`src/hdl/pls_pkg.sv`:
```
// ----------------------------------------------------------------------------
// pls_pkg
// Shared types and constants for the positional list store: opcodes, result
// status codes, sequencer states and fixed field widths.
// ----------------------------------------------------------------------------
`default_nettype none

package pls_pkg;

    localparam int DATA_W           = 32;
    localparam int POS_W            = 8;
    localparam int OP_W             = 3;
    localparam int STATUS_W         = 2;
    localparam int CNT_OUT_W        = 5;
    localparam int S_TDATA_W        = 40;
    localparam int M_TDATA_W        = 40;
    localparam int DEFAULT_CAPACITY = 16;

    typedef enum logic [OP_W-1:0] {
        OP_INS_FIRST = 3'd0,
        OP_INS_LAST  = 3'd1,
        OP_DEL_FIRST = 3'd2,
        OP_DEL_LAST  = 3'd3,
        OP_INS_AT    = 3'd4,
        OP_DEL_AT    = 3'd5,
        OP_DUMP      = 3'd6
    } op_t;

    typedef enum logic [STATUS_W-1:0] {
        STAT_OK     = 2'd0,
        STAT_BADPOS = 2'd1,
        STAT_FULL   = 2'd2,
        STAT_EMPTY  = 2'd3
    } status_t;

    typedef enum logic [5:0] {
        ST_IDLE     = 6'b000001,
        ST_INS      = 6'b000010,
        ST_DEL      = 6'b000100,
        ST_DUMP_RD  = 6'b001000,
        ST_DUMP_OUT = 6'b010000,
        ST_FINISH   = 6'b100000
    } state_t;

endpackage

`default_nettype wire

```
`src/hdl/pls_store.sv`:
```
// ----------------------------------------------------------------------------
// pls_store
// Element memory: one write port, one read port with registered read data.
// ----------------------------------------------------------------------------
`default_nettype none

module pls_store
    import pls_pkg::*;
#(
    parameter int DEPTH = DEFAULT_CAPACITY,
    parameter int AW    = $clog2(DEPTH)
) (
    input  wire logic              aclk,
    input  wire logic              wr_en,
    input  wire logic [AW-1:0]     wr_addr,
    input  wire logic [DATA_W-1:0] wr_data,
    input  wire logic              rd_en,
    input  wire logic [AW-1:0]     rd_addr,
    output logic      [DATA_W-1:0] rd_data
);

    logic [DATA_W-1:0] mem [DEPTH];
    logic [DATA_W-1:0] rd_data_reg;

    always_ff @(posedge aclk) begin
        if (wr_en) begin
            mem[wr_addr] <= wr_data;
        end
    end

    always_ff @(posedge aclk) begin
        if (rd_en) begin
            rd_data_reg <= mem[rd_addr];
        end
    end

    assign rd_data = rd_data_reg;

endmodule

`default_nettype wire

```
`src/hdl/positional_list_store.sv`:
```
// ----------------------------------------------------------------------------
// positional_list_store
// Ordered list of signed 32-bit values with insert, delete and dump by
// position, kept densely in list order in a single-port-write memory.
// ----------------------------------------------------------------------------
// Each transfer on the s_ side carries one operation; the block takes one
// operation at a time and drops s_tready until its last result is loaded into
// the output register. Every entry that an insert or delete moves goes through
// the memory's single read and write port, one entry per cycle, after which
// the new value is written (insert) or the count is dropped (delete) and the
// result is loaded; a rejected operation goes straight to its result. The
// longest shifts, CAPACITY - 1 entries each, are an insert at the front of a
// list holding CAPACITY - 1 entries and a delete at the front of a full list.
// Each result waits while the output register is held by m_tready low.
// A dump reads each entry in ST_DUMP_RD, loads it in ST_DUMP_OUT and gives one
// transfer per entry on the m_ side, with m_tlast on the final one; an empty
// list gives one transfer. m_tuser carries the status; count is reported modulo 32.
// ----------------------------------------------------------------------------
`default_nettype none

module positional_list_store
    import pls_pkg::*;
#(
    parameter int CAPACITY = DEFAULT_CAPACITY
) (
    input  wire logic                 aclk,
    input  wire logic                 aresetn,
    input  wire logic                 s_tvalid,
    output logic                      s_tready,
    input  wire logic [S_TDATA_W-1:0] s_tdata,   // value[31:0], position[39:32]
    input  wire logic [OP_W-1:0]      s_tuser,   // opcode[2:0]
    output logic                      m_tvalid,
    input  wire logic                 m_tready,
    output logic      [M_TDATA_W-1:0] m_tdata,   // count[4:0], element[36:5], zero pad
    output logic      [STATUS_W-1:0]  m_tuser,   // status[1:0]
    output logic                      m_tlast
);

    localparam int CW    = $clog2(CAPACITY + 1);
    localparam int AW    = $clog2(CAPACITY);
    localparam int CMP_W = CW + POS_W;

    state_t            state_reg, state_next;
    logic [CW-1:0]     count_reg, count_next;
    logic [CW-1:0]     ptr_reg, ptr_next;
    logic [CW-1:0]     idx_reg, idx_next;
    logic [AW-1:0]     wa_reg, wa_next;
    logic              pend_reg, pend_next;
    logic [DATA_W-1:0] val_reg, val_next;
    status_t           res_reg, res_next;

    logic              out_valid_reg, out_valid_next;
    status_t           out_status_reg, out_status_next;
    logic [CW-1:0]     out_count_reg, out_count_next;
    logic [DATA_W-1:0] out_elem_reg, out_elem_next;
    logic              out_last_reg, out_last_next;
    logic              out_load, out_free;

    logic              mem_we, mem_re;
    logic [AW-1:0]     mem_waddr, mem_raddr;
    logic [DATA_W-1:0] mem_wdata, mem_rdata;

    op_t               s_op;
    logic [DATA_W-1:0] s_value;
    logic [POS_W-1:0]  s_pos;
    logic [CMP_W-1:0]  pos_c, cnt_c;
    logic [CW-1:0]     ptr_inc;
    logic [CW+4:0]     out_count_ext;
    logic              list_full, list_empty;

    assign s_op       = op_t'(s_tuser);
    assign s_value    = s_tdata[DATA_W-1:0];
    assign s_pos      = s_tdata[DATA_W+POS_W-1:DATA_W];
    assign pos_c      = CMP_W'(s_pos);
    assign cnt_c      = CMP_W'(count_reg);
    assign ptr_inc    = ptr_reg + 1'b1;
    assign list_full  = (count_reg == CW'(CAPACITY));
    assign list_empty = (count_reg == '0);
    assign out_free   = !out_valid_reg || m_tready;

    pls_store #(
        .DEPTH (CAPACITY),
        .AW    (AW)
    ) u_store (
        .aclk    (aclk),
        .wr_en   (mem_we),
        .wr_addr (mem_waddr),
        .wr_data (mem_wdata),
        .rd_en   (mem_re),
        .rd_addr (mem_raddr),
        .rd_data (mem_rdata)
    );

    always_comb begin
        state_next      = state_reg;
        count_next      = count_reg;
        ptr_next        = ptr_reg;
        idx_next        = idx_reg;
        wa_next         = wa_reg;
        pend_next       = 1'b0;
        val_next        = val_reg;
        res_next        = res_reg;
        mem_we          = pend_reg;
        mem_waddr       = wa_reg;
        mem_wdata       = mem_rdata;
        mem_re          = 1'b0;
        mem_raddr       = '0;
        out_load        = 1'b0;
        out_status_next = out_status_reg;
        out_count_next  = out_count_reg;
        out_elem_next   = out_elem_reg;
        out_last_next   = out_last_reg;

        case (state_reg)
            ST_IDLE: begin
                if (s_tvalid) begin
                    val_next = s_value;
                    case (s_op)
                        OP_INS_FIRST, OP_INS_LAST, OP_INS_AT: begin
                            if (list_full) begin
                                res_next   = STAT_FULL;
                                state_next = ST_FINISH;
                            end else if (s_op == OP_INS_AT &&
                                         (pos_c == '0 || pos_c > cnt_c + 1'b1)) begin
                                res_next   = STAT_BADPOS;
                                state_next = ST_FINISH;
                            end else begin
                                if (s_op == OP_INS_FIRST) begin
                                    idx_next = '0;
                                end else if (s_op == OP_INS_LAST) begin
                                    idx_next = count_reg;
                                end else begin
                                    idx_next = CW'(pos_c - 1'b1);
                                end
                                ptr_next   = count_reg;
                                state_next = ST_INS;
                            end
                        end
                        OP_DEL_FIRST, OP_DEL_LAST, OP_DEL_AT: begin
                            if (list_empty) begin
                                res_next   = STAT_EMPTY;
                                state_next = ST_FINISH;
                            end else if (s_op == OP_DEL_AT &&
                                         (pos_c == '0 || pos_c > cnt_c)) begin
                                res_next   = STAT_BADPOS;
                                state_next = ST_FINISH;
                            end else begin
                                if (s_op == OP_DEL_FIRST) begin
                                    ptr_next = '0;
                                end else if (s_op == OP_DEL_LAST) begin
                                    ptr_next = count_reg - 1'b1;
                                end else begin
                                    ptr_next = CW'(pos_c - 1'b1);
                                end
                                state_next = ST_DEL;
                            end
                        end
                        OP_DUMP: begin
                            if (list_empty) begin
                                res_next   = STAT_EMPTY;
                                state_next = ST_FINISH;
                            end else begin
                                ptr_next   = '0;
                                state_next = ST_DUMP_RD;
                            end
                        end
                        default: begin
                            res_next   = STAT_OK;
                            state_next = ST_FINISH;
                        end
                    endcase
                end
            end
            ST_INS: begin
                // walk down from the tail, moving each entry one slot up
                if (ptr_reg > idx_reg) begin
                    mem_re    = 1'b1;
                    mem_raddr = AW'(ptr_reg - 1'b1);
                    wa_next   = ptr_reg[AW-1:0];
                    ptr_next  = ptr_reg - 1'b1;
                    pend_next = 1'b1;
                end else if (!pend_reg) begin
                    mem_we     = 1'b1;
                    mem_waddr  = idx_reg[AW-1:0];
                    mem_wdata  = val_reg;
                    count_next = count_reg + 1'b1;
                    res_next   = STAT_OK;
                    state_next = ST_FINISH;
                end
            end
            ST_DEL: begin
                // walk up from the hole, moving each entry one slot down
                if (ptr_inc < count_reg) begin
                    mem_re    = 1'b1;
                    mem_raddr = ptr_inc[AW-1:0];
                    wa_next   = ptr_reg[AW-1:0];
                    ptr_next  = ptr_inc;
                    pend_next = 1'b1;
                end else if (!pend_reg) begin
                    count_next = count_reg - 1'b1;
                    res_next   = STAT_OK;
                    state_next = ST_FINISH;
                end
            end
            ST_DUMP_RD: begin
                mem_re     = 1'b1;
                mem_raddr  = ptr_reg[AW-1:0];
                state_next = ST_DUMP_OUT;
            end
            ST_DUMP_OUT: begin
                if (out_free) begin
                    out_load        = 1'b1;
                    out_status_next = STAT_OK;
                    out_count_next  = count_reg;
                    out_elem_next   = mem_rdata;
                    out_last_next   = (ptr_inc == count_reg);
                    if (ptr_inc == count_reg) begin
                        state_next = ST_IDLE;
                    end else begin
                        ptr_next   = ptr_inc;
                        state_next = ST_DUMP_RD;
                    end
                end
            end
            ST_FINISH: begin
                if (out_free) begin
                    out_load        = 1'b1;
                    out_status_next = res_reg;
                    out_count_next  = count_reg;
                    out_elem_next   = '0;
                    out_last_next   = 1'b1;
                    state_next      = ST_IDLE;
                end
            end
            default: begin
                state_next = ST_IDLE;
            end
        endcase

        if (out_load) begin
            out_valid_next = 1'b1;
        end else if (m_tready) begin
            out_valid_next = 1'b0;
        end else begin
            out_valid_next = out_valid_reg;
        end
    end

    always_ff @(posedge aclk) begin
        if (!aresetn) begin
            state_reg     <= ST_IDLE;
            count_reg     <= '0;
            pend_reg      <= 1'b0;
            out_valid_reg <= 1'b0;
        end else begin
            state_reg     <= state_next;
            count_reg     <= count_next;
            pend_reg      <= pend_next;
            out_valid_reg <= out_valid_next;
        end
    end

    always_ff @(posedge aclk) begin
        ptr_reg        <= ptr_next;
        idx_reg        <= idx_next;
        wa_reg         <= wa_next;
        val_reg        <= val_next;
        res_reg        <= res_next;
        out_status_reg <= out_status_next;
        out_count_reg  <= out_count_next;
        out_elem_reg   <= out_elem_next;
        out_last_reg   <= out_last_next;
    end

    assign out_count_ext = (CW + 5)'(out_count_reg);

    assign s_tready = (state_reg == ST_IDLE);
    assign m_tvalid = out_valid_reg;
    assign m_tdata  = M_TDATA_W'({out_elem_reg, out_count_ext[CNT_OUT_W-1:0]});
    assign m_tuser  = out_status_reg;
    assign m_tlast  = out_last_reg;

    a_count_bound: assert property (@(posedge aclk) disable iff (!aresetn)
        count_reg <= CW'(CAPACITY))
        else $error("list count above capacity");

    a_write_in_shift: assert property (@(posedge aclk) disable iff (!aresetn)
        mem_we |-> (state_reg == ST_INS || state_reg == ST_DEL))
        else $error("memory write outside insert or delete");

    a_count_step: assert property (@(posedge aclk) disable iff (!aresetn)
        ($past(aresetn) && count_reg != $past(count_reg)) |->
            ($past(state_reg == ST_INS || state_reg == ST_DEL) &&
             (count_reg == $past(count_reg) + 1'b1 ||
              count_reg == $past(count_reg) - 1'b1)))
        else $error("count changed outside a finished insert or delete");

    a_dump_in_range: assert property (@(posedge aclk) disable iff (!aresetn)
        (state_reg == ST_DUMP_OUT) |-> (ptr_reg < count_reg))
        else $error("dump pointer beyond list end");

endmodule

`default_nettype wire
```
`config.mk`:
```
export PLATFORM = sky130hd
export DESIGN_NAME = positional_list_store
export DESIGN_NICKNAME = d
export VERILOG_FILES = /design/src/hdl/pls_pkg.sv /design/src/hdl/pls_store.sv /design/src/hdl/positional_list_store.sv
export SDC_FILE = /design/constraint.sdc
export NUM_CORES = 1
export LEC_CHECK = 0
export ABC_AREA = 1
export BUFFER_PORTS_ARGS = -buffer_cell sky130_fd_sc_hd__buf_2
export CAP_MARGIN = 20
export CORE_AREA = 8 8 227 229
export CTS_CLUSTER_DIAMETER = 200
export DETAILED_ROUTE_END_ITERATION = 8
export DIE_AREA = 0 0 235 237
export PLACE_DENSITY = 0.77
export SLEW_MARGIN = 20
export SYNTH_ARGS = -nofsm -noshare
export SYNTH_HDL_FRONTEND = slang
export SYNTH_HIERARCHICAL = 1
export SYNTH_SLANG_ARGS = --single-unit
```
`constraint.sdc`:
```
create_clock -name aclk -period 8.2 [get_ports aclk]
set_input_delay 0.41 -clock aclk [delete_from_list [all_inputs] [get_ports aclk]]
set_output_delay 0.41 -clock aclk [all_outputs]
set_load 0.1 [all_outputs]
```
==> results of run 1 <==
## cells by family after synthesis
group           after synthesis  synth area share [%]
flops                       645                 67.52
other cells                   1               0.01316
fa+ha+maj                    26                 1.142
mux                           1               0.03952
buf+inv                     609                 9.266
xor+xnor                     13                0.3996
compound gates               91                 1.726
simple gates               1330                 19.89
## final cells by class
cell class	count	share of cell area, %
inverter	487	5.779
clock inverter	21	0.5748
clock buffer	95	5.874
sequential	645	60.53
timing repair buffer	152	3.189
tap	622	2.449
multi-input combinational	1464	21.60
## through the flow
stage	std cells	power, mW
after CTS	3486	7.036
after global routing	3486	7.205
final	3486	6.994
after floorplan	2718	4.053
after global placement	3337	4.159
after detailed placement	3338	4.171
## cells in the mapped netlist, drive strengths merged
cell type and number:
o211ai 1, conb 1, nand2 777, a21oi 59
and3 1, clkinv 1, inv 486, o311ai 1
nand3 412, a211oi 3, o221ai 2, xor2 9
clkbuf 13, o21ai 15, nand3b 2, o22ai 7
nor2 117, or2 1, nand4 11, and2 1
edfxtp 632, a21o 1, ha 26, buf 109
xnor2 4, mux2 1, a31oi 1, dfxtp 13
nor3 8, o21a 1
## per-layer routing
layer | global-route usage (%) | wire length [um] | part of all wire (%)
met1 | 30.22 | 25900 | 38
met5 | 0 | 0 | 0
met3 | 4.220 | 6272 | 9.1
met4 | 11.05 | 2926 | 4.3
met2 | 41.74 | 33500 | 49
## final timing paths
kind,start,to,slack (ns)
worst max-delay path,ptr_reg[1],u_store/rd_data[24],3.15
worst max register to register,ptr_reg[1],u_store/rd_data[24],3.15
worst min register to register,count_reg[3],out_count_reg[3],0.54
worst min-delay path,aresetn,state_reg[0],0.11
## report_power, final
group	total, mW	internal [mW]	switching (mW)
clock network	2.88	1.68	1.20
registers	3.69	3.66	0.0247
logic	0.425	0.103	0.322
## cell usage in the layout (no fill, tap or decap), types with 5 or more instances in the layout
cell type	instances
a21oi_1	44
a21oi_2	13
buf_2	88
buf_4	31
clkbuf_1	24
clkbuf_16	71
clkinv_1	7
clkinv_2	10
dfxtp_1	13
dlygate4sd3_1	32
edfxtp_1	632
ha_1	26
inv_1	473
inv_2	10
nand2_1	772
nand3_1	410
nand4_1	8
nor2_1	95
nor2_4	20
nor3_1	5
o21ai_0	12
o22ai_1	7
xor2_1	9
## critical path, stage by stage, from the launching register on
cell,delay [ns]
edfxtp_1,0.43
ha_1,0.22
nand3_1,0.10
xor2_1,0.19
ha_1,0.30
nand2_1,0.09
nor3_1,0.19
nor3_1,0.07
nand2_1,0.08
nand2_1,0.08
inv_2,0.20
a21oi_4,0.07
buf_4,0.33
inv_6,0.74
buf_4,1.00
nand2_1,0.12
nand3_1,0.13
nand3_1,0.11
nand3_1,0.15
nand2_1,0.06
## timing repair
item,4_1_cts,5_1_grt
gates resized for setup,0,0
hold endpoints to repair,32,0
hold buffers,32,0
==> key figures, run 1 <==
Clocking
  – TritonCTS clock tree: yes
  – Setup bufs post-CTS: 0
  – Root Buffer: clkbuf_16
  – Clk_lat worst skew: 0.59 ns
  – Reg clk slew, reported paths: 0.06 ns
  – H-tree depth: 3
  – Clock sinks: 645
  – CTS Buf Count: 67
  – Max Root-Sink Buffers: 3

Layout
  – Fillcell total: 3462
  – Final core occ: 66.02%
  – Total Nets Final: 2890
  – Register name with the most flops: u_store/mem
  – Number of flip-flops in the largest register: 512
  – Fin area: 31780 sq um
  – Diode count: 0
  – P&R area growth vs syn: 11.55%
  – Layout cells sized above 1: 9.532%
  – Reg area: 19240 sq um
  – Multi-input logic area: 6867 sq um

Setup path
  – CP Data Arrival Time: 5.38 ns
  – CP Max Fanout: 120
  – Critical path class: register to register
  – Required @ worst endpoint: 8.53 ns
  – R2R depth: 19
  – Setup crit end kind: register
  – Crit start category: register

Hold path
  – Hold Path Stages: 2
  – Worst Hold Class: primary input to register

Global routing
  – Vias in the first global route: 19460
  – Initial antenna violation count: 0
  – Total grt overflow: 0
  – GR Util All Layers: 24.38%
  – Pin count of the biggest net entering global routing: 205
  – First-pass GRT wire length: 106.4 mm

Synthesis
  – Post-Synthesis Cell Area: 28490 sq um
  – Synth unique cells: 46
  – Cells after Synth: 2716
  – Synthesized area per cell: 10.49 sq um
  – Number of synthesized register bits: 645
  – Yosys warning count: 6
  – Post-synth top area cell: edfxtp_1
  – Top cells by area, synth: edfxtp_1 67%, nand2_1 10%, nand3_1 7.2%
  – Top-area cell type share of the netlist area: 66.61%
  – Register area share after synthesis: 67.52%

STA
  – Final hold slack: 0.1093 ns
  – Max-slew violation count: 0
  – Fmax achieved: 198.1 MHz
  – RSZ-0062 raised after global routing: false
  – Final Hold Viols: 0
  – Worst setup margin: 3.153 ns
  – Layout Skew: 0.02458 ns
  – Final worst path period share: 61.55%
  – Final setup viols: 0
  – Setup TNS: 0 ns
  – Final min period: 5.047 ns
  – Slew at the pin with the worst max-slew slack: 1.320 ns
  – Slew margin rel.: 12.02%

Floorplan
  – Initial Utilization: 59.18%
  – FP Rows: 81
  – Die height: 237 um
  – Die Area: 55700 sq um
  – Die width: 235 um
  – Core Box Area: 48140 sq um
  – IO Pins: 92

Power and ir drop
  – P per Cell Area: 220.1 nW/um^2
  – Leakage: 13.31 nW
  – Maximum vdd ir drop: 0.0001389 V

Place
  – Dpl ws: 3.282 ns
  – Placed Area: 29360 sq um
  – Routability-driven placement congestion ratio: 0.8750
  – # port buffers: 88
  – DP HPWL: 36.15 mm

Outcome
  – Status: finished, final reports clean

Routing
  – Initial DRC Count: 1915
  – Final WL: 68.61 mm
  – Pre-Repair DR Iteration Count: 5
  – # DRC: 0
  – Routed WL per cell: 19.68 um
  – Remaining antenna violation count: 0
  – Vias/cell: 5.581
  – DR vias: 19460

Job
  – Max-Cap Viols: 0
(Power assumes the default switching activity.)
==> run 2, diff against run 1 <==
==> constraint.sdc (replaced) <==
create_clock -name aclk -period 5.2 [get_ports aclk]
set_input_delay 0.26 -clock aclk [delete_from_list [all_inputs] [get_ports aclk]]
set_output_delay 0.26 -clock aclk [all_outputs]
set_load 0.1 [all_outputs]
==> key figures, run 2 (synthesis results as in run 1) <==
Power and ir drop
  – Seq pwr share: 52.9%
  – Clk network pwr share: 41.0%
  – Net Sw Power: 2.444 mW
  – P per Cell Area: 344.7 nW/um^2
  – Int Pwr: 8.563 mW
  – Switch share: 22.21%
  – Leakage: 13.37 nW
  – Combinational power share: 6.2%
  – Maximum vdd ir drop: 0.0001916 V

Clocking
  – CTS Buf Count: 66
  – CTS Hold Bufs: 33
  – Setup bufs post-CTS: 0
  – Post_cts resized: 0
  – Clk_lat worst skew: 0.60 ns
  – TritonCTS clock tree: yes
  – Reg clk slew, reported paths: 0.06 ns
  – Max Root-Sink Buffers: 3
  – Clock sinks: 645
  – H-tree depth: 3
  – Root Buffer: clkbuf_16

Setup path
  – R2R depth: 11
  – RR Endpoint: u_store/mem[15][9]
  – Critical path class: register to register
  – CP max stage cell: edfxtp_1
  – CP Max Fanout: 38
  – Critical Path Max Stage Delay: 0.55 ns
  – Cell breakdown of the critical path: ha_1 > a21oi_1 > o211ai_1 > nand2_1 > inv_2 > nor2_1 > nand2_4 > o21ai_1 > nand3_1 > nor2_4 > buf_4
  – Setup crit end kind: register
  – Worst R2R Setup Slack: 0.93 ns
  – Required @ worst endpoint: 5.41 ns
  – Critical R2R Launch: ptr_reg[2]
  – CP Data Arrival Time: 4.48 ns
  – Crit start category: register

Global routing
  – Pin count of the biggest net entering global routing: 151
  – GR Util All Layers: 24.56%
  – Vias in the first global route: 19510
  – First-pass GRT wire length: 106.9 mm
  – Total grt overflow: 0
  – Initial antenna violation count: 0

Place
  – Placed Area: 29490 sq um
  – DP HPWL: 37.91 mm
  – # port buffers: 88
  – Routability-driven placement congestion ratio: 0.8970

Floorplan
  – IO Pins: 92
  – Die width: 235 um
  – FP Rows: 81
  – Core Box Area: 48140 sq um
  – Initial Utilization: 59.18%
  – Die height: 237 um
  – Die Area: 55700 sq um

Layout
  – Total Nets Final: 2897
  – Number of flip-flops in the largest register: 512
  – Diode count: 0
  – Most frequent cells in the layout: 772 x nand2_1, 632 x edfxtp_1, 472 x inv_1
  – P&R area growth vs syn: 12.09%
  – Fin area: 31930 sq um
  – Register name with the most flops: u_store/mem
  – Commonest non-fill, non-tap cell in the layout: nand2_1
  – Layout cells sized above 1: 9.791%

Hold path
  – Critical hold path startpoint: m_tready
  – Worst Hold Class: primary input to register
  – Hold Path End: state_reg[5]
  – Hold Path Stages: 4

Routing
  – Vias/cell: 5.625
  – Pre-Repair DR Iteration Count: 6
  – DR vias: 19640
  – # DRC: 0
  – Final WL: 69.52 mm
  – Remaining antenna violation count: 0
  – Routed WL per cell: 19.91 um
  – Initial DRC Count: 2119

STA
  – Slew margin rel.: 30.43%
  – Max-slew violation count: 0
  – Final setup viols: 0
  – Final Hold Viols: 0
  – Layout Skew: 0.02970 ns
  – Fmax achieved: 234.1 MHz
  – Slew at the pin with the worst max-slew slack: 1.044 ns
  – Setup TNS: 0 ns
  – Final min period: 4.272 ns
  – Final worst path period share: 82.16%
  – RSZ-0062 raised after global routing: false

Outcome
  – Status: finished, final reports clean

Job
  – Max-Cap Viols: 0
==> run 2: cell types whose count changed in the layout (fill, tap and decap cells not counted), sizes merged <==
cell and change:
clkinv +6, dlygate4sd3 +1, clkinvlp -1, bufinv +1, clkbuf -7, buf +6
==> run 2: final cells by class <==
cell class / instances / area, sq um
tap: 622 / 778.2
multi-input combinational: 1464 / 6889
clock buffer: 87 / 1794
inverter: 487 / 1836
timing repair buffer: 160 / 1171
clock inverter: 27 / 227.7
fill: 3444 / 16210
sequential: 645 / 19240
==> run 2: power groups by stage <==
stage	sequential, mW	clock, mW	combinational, mW
floorplan	6.03	0	0.357
global placement	5.93	0	0.641
detailed placement	5.93	0	0.655
CTS	5.82	4.57	0.677
global route	5.83	4.76	0.736
finish	5.82	4.51	0.677
==> run 2: per-stage QoR <==
| step | utilization (%) | worst slack, ns | hold slack (ns) | power (mW) | std cells |
|---|---|---|---|---|---|
| final | 66.34 | 0.9277 | 0.04664 | 11.01 | 3492 |
| after global routing | 66.34 | 0.7742 | 0.06950 | 11.32 | 3492 |
| after CTS | 66.15 | 1.038 | 0.01930 | 11.07 | 3490 |
| after detailed placement | 61.27 | 1.068 | 0.4381 | 6.586 | 3343 |
| after global placement | 61.23 | 1.210 | 0.4367 | 6.570 | 3343 |
| after floorplan | - | 1.488 | 0.3445 | 6.392 | 2718 |
==> run 2: worst max path at each step <==
stage	depth (start not counted)	from	to
global placement	13	ptr_reg[2]	u_store/mem[15][11]
finish	11	ptr_reg[2]	u_store/mem[15][9]
floorplan	13	ptr_reg[3]	u_store/mem[12][0]
CTS	11	ptr_reg[2]	u_store/mem[15][9]
global route	13	ptr_reg[2]	u_store/mem[2][25]
detailed placement	13	ptr_reg[2]	u_store/mem[15][13]
==> run 2: critical path: cells and delay by family (launching register included) <==
family                     cells  cell delay [ns]
adders and majority gates      1             0.38
buffers and inverters          2             0.61
DFF                            1             0.55
AOI/OAI and AO/OA              3             0.71
and+or+nand+nor                5             1.57
==> run 2: layer usage <==
| metal | track usage (%) | up-vias | part of all wire (%) |
|---|---|---|---|
| met5 | 0 | - | 0 |
| met4 | 9.668 | 0 | 3.3 |
| met3 | 4.011 | 179 | 9.7 |
| met2 | 41.83 | 1045 | 49 |
| met1 | 31.41 | 9360 | 38 |
| li1 | - | 9058 | - |
==> run 3, diff against run 2 <==
--- a/config.mk
+++ b/config.mk
@@ -5,14 +5,14 @@
 export SDC_FILE = /design/constraint.sdc
 export NUM_CORES = 1
 export LEC_CHECK = 0
-export ABC_AREA = 1
+export ABC_AREA = 0
 export BUFFER_PORTS_ARGS = -buffer_cell sky130_fd_sc_hd__buf_2
 export CAP_MARGIN = 20
-export CORE_AREA = 8 8 227 229
+export CORE_AREA = 8 8 224 226
 export CTS_CLUSTER_DIAMETER = 200
 export DETAILED_ROUTE_END_ITERATION = 8
-export DIE_AREA = 0 0 235 237
-export PLACE_DENSITY = 0.77
+export DIE_AREA = 0 0 232 234
+export PLACE_DENSITY = 0.75
 export SLEW_MARGIN = 20
 export SYNTH_ARGS = -nofsm -noshare
 export SYNTH_HDL_FRONTEND = slang
==> constraint.sdc (replaced) <==
create_clock -name aclk -period 3.79 [get_ports aclk]
set_input_delay 0.1895 -clock aclk [delete_from_list [all_inputs] [get_ports aclk]]
set_output_delay 0.1895 -clock aclk [all_outputs]
set_load 0.1 [all_outputs]
==> key figures, run 3 <==
Outcome
  – Status: finished, final reports clean

Global routing
  – Total grt overflow: 0
  – GR Util All Layers: 21.64%
  – Initial antenna violation count: 1
  – Pin count of the biggest net entering global routing: 37
  – Vias in the first global route: 14000
  – First-pass GRT wire length: 86.93 mm

Routing
  – M1 WL: 21.92 mm
  – DR top layer: met4
  – Metal3 WL: 5.218 mm
  – # DRC: 0
  – Vias/cell: 6.184
  – Initial DRC Count: 1454
  – Final WL: 57.91 mm
  – Remaining antenna violation count: 0
  – Routed WL per cell: 26.47 um
  – DR vias: 13530
  – Pre-Repair DR Iteration Count: 5
  – WL met2: 28.97 mm

Synthesis
  – Largest family of logic cells by synthesized area: multiplexers
  – Number of synthesized register bits: 645
  – Top-area cell type share of the netlist area: 73.75%
  – FFs w/ async S/R, synth: 0%
  – Yosys warning count: 6
  – Post-Synth Adder-Cell Area: 1.264%
  – Mux share of post-synthesis cell area: 13.00%
  – Most common library cells after synthesis: 632 x edfxtp_1, 128 x mux4_2, 71 x a22oi_1
  – Post-synth top area cell: edfxtp_1
  – Simple-Gate Fraction of Synth Area: 4.736%
  – Synthesized area per cell: 19.67 sq um
  – Post-Synthesis Cell Area: 25730 sq um
  – Cells after Synth: 1308
  – Synth Area in Compound Gates: 3.972%
  – Register area share after synthesis: 74.76%
  – Count leader, synth: edfxtp_1
  – Top cells by area, synth: edfxtp_1 74%, mux4_2 11%, a22oi_1 2.1%
  – Ys flop type: edfxtp_1
  – EDFF count, synth: 632
  – Synth Area in XOR/XNOR: 0.6807%
  – Synth unique cells: 70

Setup path
  – CP Data Arrival Time: 4.01 ns
  – Crit start category: register
  – Crit path from: ptr_reg[0]
  – Critical R2R Launch: ptr_reg[0]
  – Critical path class: register to register
  – Worst R2R Setup Slack: 0.12 ns
  – CP Max Fanout: 32
  – Required @ worst endpoint: 4.12 ns
  – Setup crit end kind: register

Clocking
  – Clk_lat worst skew: 0.59 ns
  – CTS Buf Count: 66
  – Root Buffer: clkbuf_16
  – Reg clk slew, reported paths: 0.06 ns
  – Max Root-Sink Buffers: 3
  – H-tree depth: 3
  – Clock sinks: 645
  – TritonCTS clock tree: yes

Layout
  – Register name with the most flops: u_store/mem
  – Layout cells sized above 1: 30.01%
  – Cell Count, Final, Fillers Out: 2188
  – Total Nets Final: 1599
  – Commonest non-fill, non-tap cell in the layout: edfxtp_1
  – Most frequent cells in the layout: 632 x edfxtp_1, 128 x mux4_2, 88 x buf_2
  – Fillcell total: 3046
  – Final core occ: 64.72%
  – P&R area growth vs syn: 17.82%
  – Number of flip-flops in the largest register: 512
  – Diode count: 0

Power and ir drop
  – Seq pwr share: 53.6%
  – Int Pwr: 11.71 mW
  – Clk network pwr share: 42.7%
  – P per Cell Area: 484.7 nW/um^2
  – Net Sw Power: 2.983 mW
  – Switch share: 20.30%
  – Maximum vdd ir drop: 0.0003753 V
  – Leakage: 9.803 nW
  – Combinational power share: 3.7%

Place
  – Placed cells: 2029
  – Routability-driven placement congestion ratio: 0.8559
  – DP HPWL: 32.72 mm
  – # port buffers: 88

Hold path
  – Worst Hold Class: primary input to register
  – Critical hold path startpoint: s_tdata[32]

STA
  – Slew at the pin with the worst max-slew slack: 0.9967 ns
  – Final worst path period share: 96.90%
  – Max-slew violation count: 0
  – Final min period: 3.672 ns
  – Slew margin rel.: 33.55%
  – Final setup viols: 0
  – Fmax achieved: 272.3 MHz
  – Final hold slack: 0.04061 ns
  – Layout Skew: 0.02015 ns
  – Final Hold Viols: 0

Job
  – Max-Cap Viols: 0

Floorplan
  – Core Box Area: 46840 sq um
  – Die width: 232 um
  – IO Pins: 92
  – Die Area: 54290 sq um
  – FP Rows: 80
  – Die height: 234 um
  – Initial Utilization: 54.93%
## run 3: changes by cell type after synthesis, moves of 23 or more
cell and change:
nand2_1 -712, inv_1 -452, mux2_2 +23, nor2_1 -81
nand3_1 -395, a21oi_1 -40, mux4_2 +128, a22oi_1 +71
and2_1 +39, buf_6 -25, buf_2 -42
## run 3: layout make-up
| type | count | area, sq um | share of cell area [%] |
|---|---|---|---|
| inverter | 24 | 90.09 | 0.2971 |
| tap | 615 | 769.5 | 2.538 |
| clock inverter | 27 | 296.5 | 0.9780 |
| multi-input combinational | 579 | 6314 | 20.82 |
| timing repair buffer | 210 | 1814 | 5.984 |
| sequential | 645 | 19240 | 63.45 |
| clock buffer | 88 | 1798 | 5.930 |
## run 3: cells by family after synthesis
logic type / after synthesis
buf+inv: 86
xor+xnor: 20
simple gates: 220
other cells: 1
flops: 645
mux: 166
fa+ha+maj: 26
compound gates: 144
## run 3: repair_timing
action / 4_1_cts / 5_1_grt
gates resized for setup: 0 / 5
endpoints found under the hold margin: 45 / 0
setup endpoints to repair: 2 / 32
pin swaps: 1 / 1
setup buffers: 2 / 7
hold buffers: 35 / 0
## run 3: per-layer routing
layer | up-vias | global-route usage (%)
met3 | 113 | 4.185
met4 | 0 | 8.302
li1 | 5760 | -
met1 | 6958 | 28.15
met2 | 699 | 36.11
met5 | - | 0
## run 3: metrics by stage
stage	TNS (ns)	worst slack [ns]	area, sq um	power, mW
2_1_floorplan	-165.34	-0.5016	25780	8.368
3_3_place_gp	0	0.1598	27780	8.521
3_5_place_dp	0	0.0004272	27780	8.534
4_1_cts	0	0.05143	30240	14.80
5_1_grt	-0.2732	-0.03976	30320	15.10
6_report	0	0.1176	30320	14.70
## run 3: power by group through the flow
stage / sequential, mW / combinational (mW) / clock [mW]
global placement: 8.02 / 0.498 / 0
floorplan: 8.09 / 0.277 / 0
global route: 7.88 / 0.587 / 6.63
detailed placement: 8.02 / 0.510 / 0
CTS: 7.88 / 0.545 / 6.38
finish: 7.88 / 0.548 / 6.27
## run 3: path summary, 6_finish.rpt
kind         depth (start not counted)                  end
min reg2reg                          1     out_elem_reg[29]
min                                  2           idx_reg[0]
max reg2reg                         14  u_store/rd_data[17]
max                                 14  u_store/rd_data[17]
## run 3: worst max-delay path, cell delays in order, from the launching register on
cell	delay, ns
edfxtp_1	0.45
ha_2	0.25
nand3_1	0.14
xnor2_2	0.18
ha_1	0.31
and3_1	0.17
o21ai_0	0.12
nand2_1	0.11
nor2_1	0.26
nand2_1	0.14
o221ai_4	0.28
buf_12	0.31
mux4_2	0.34
a22oi_1	0.26
nand2_1	0.09
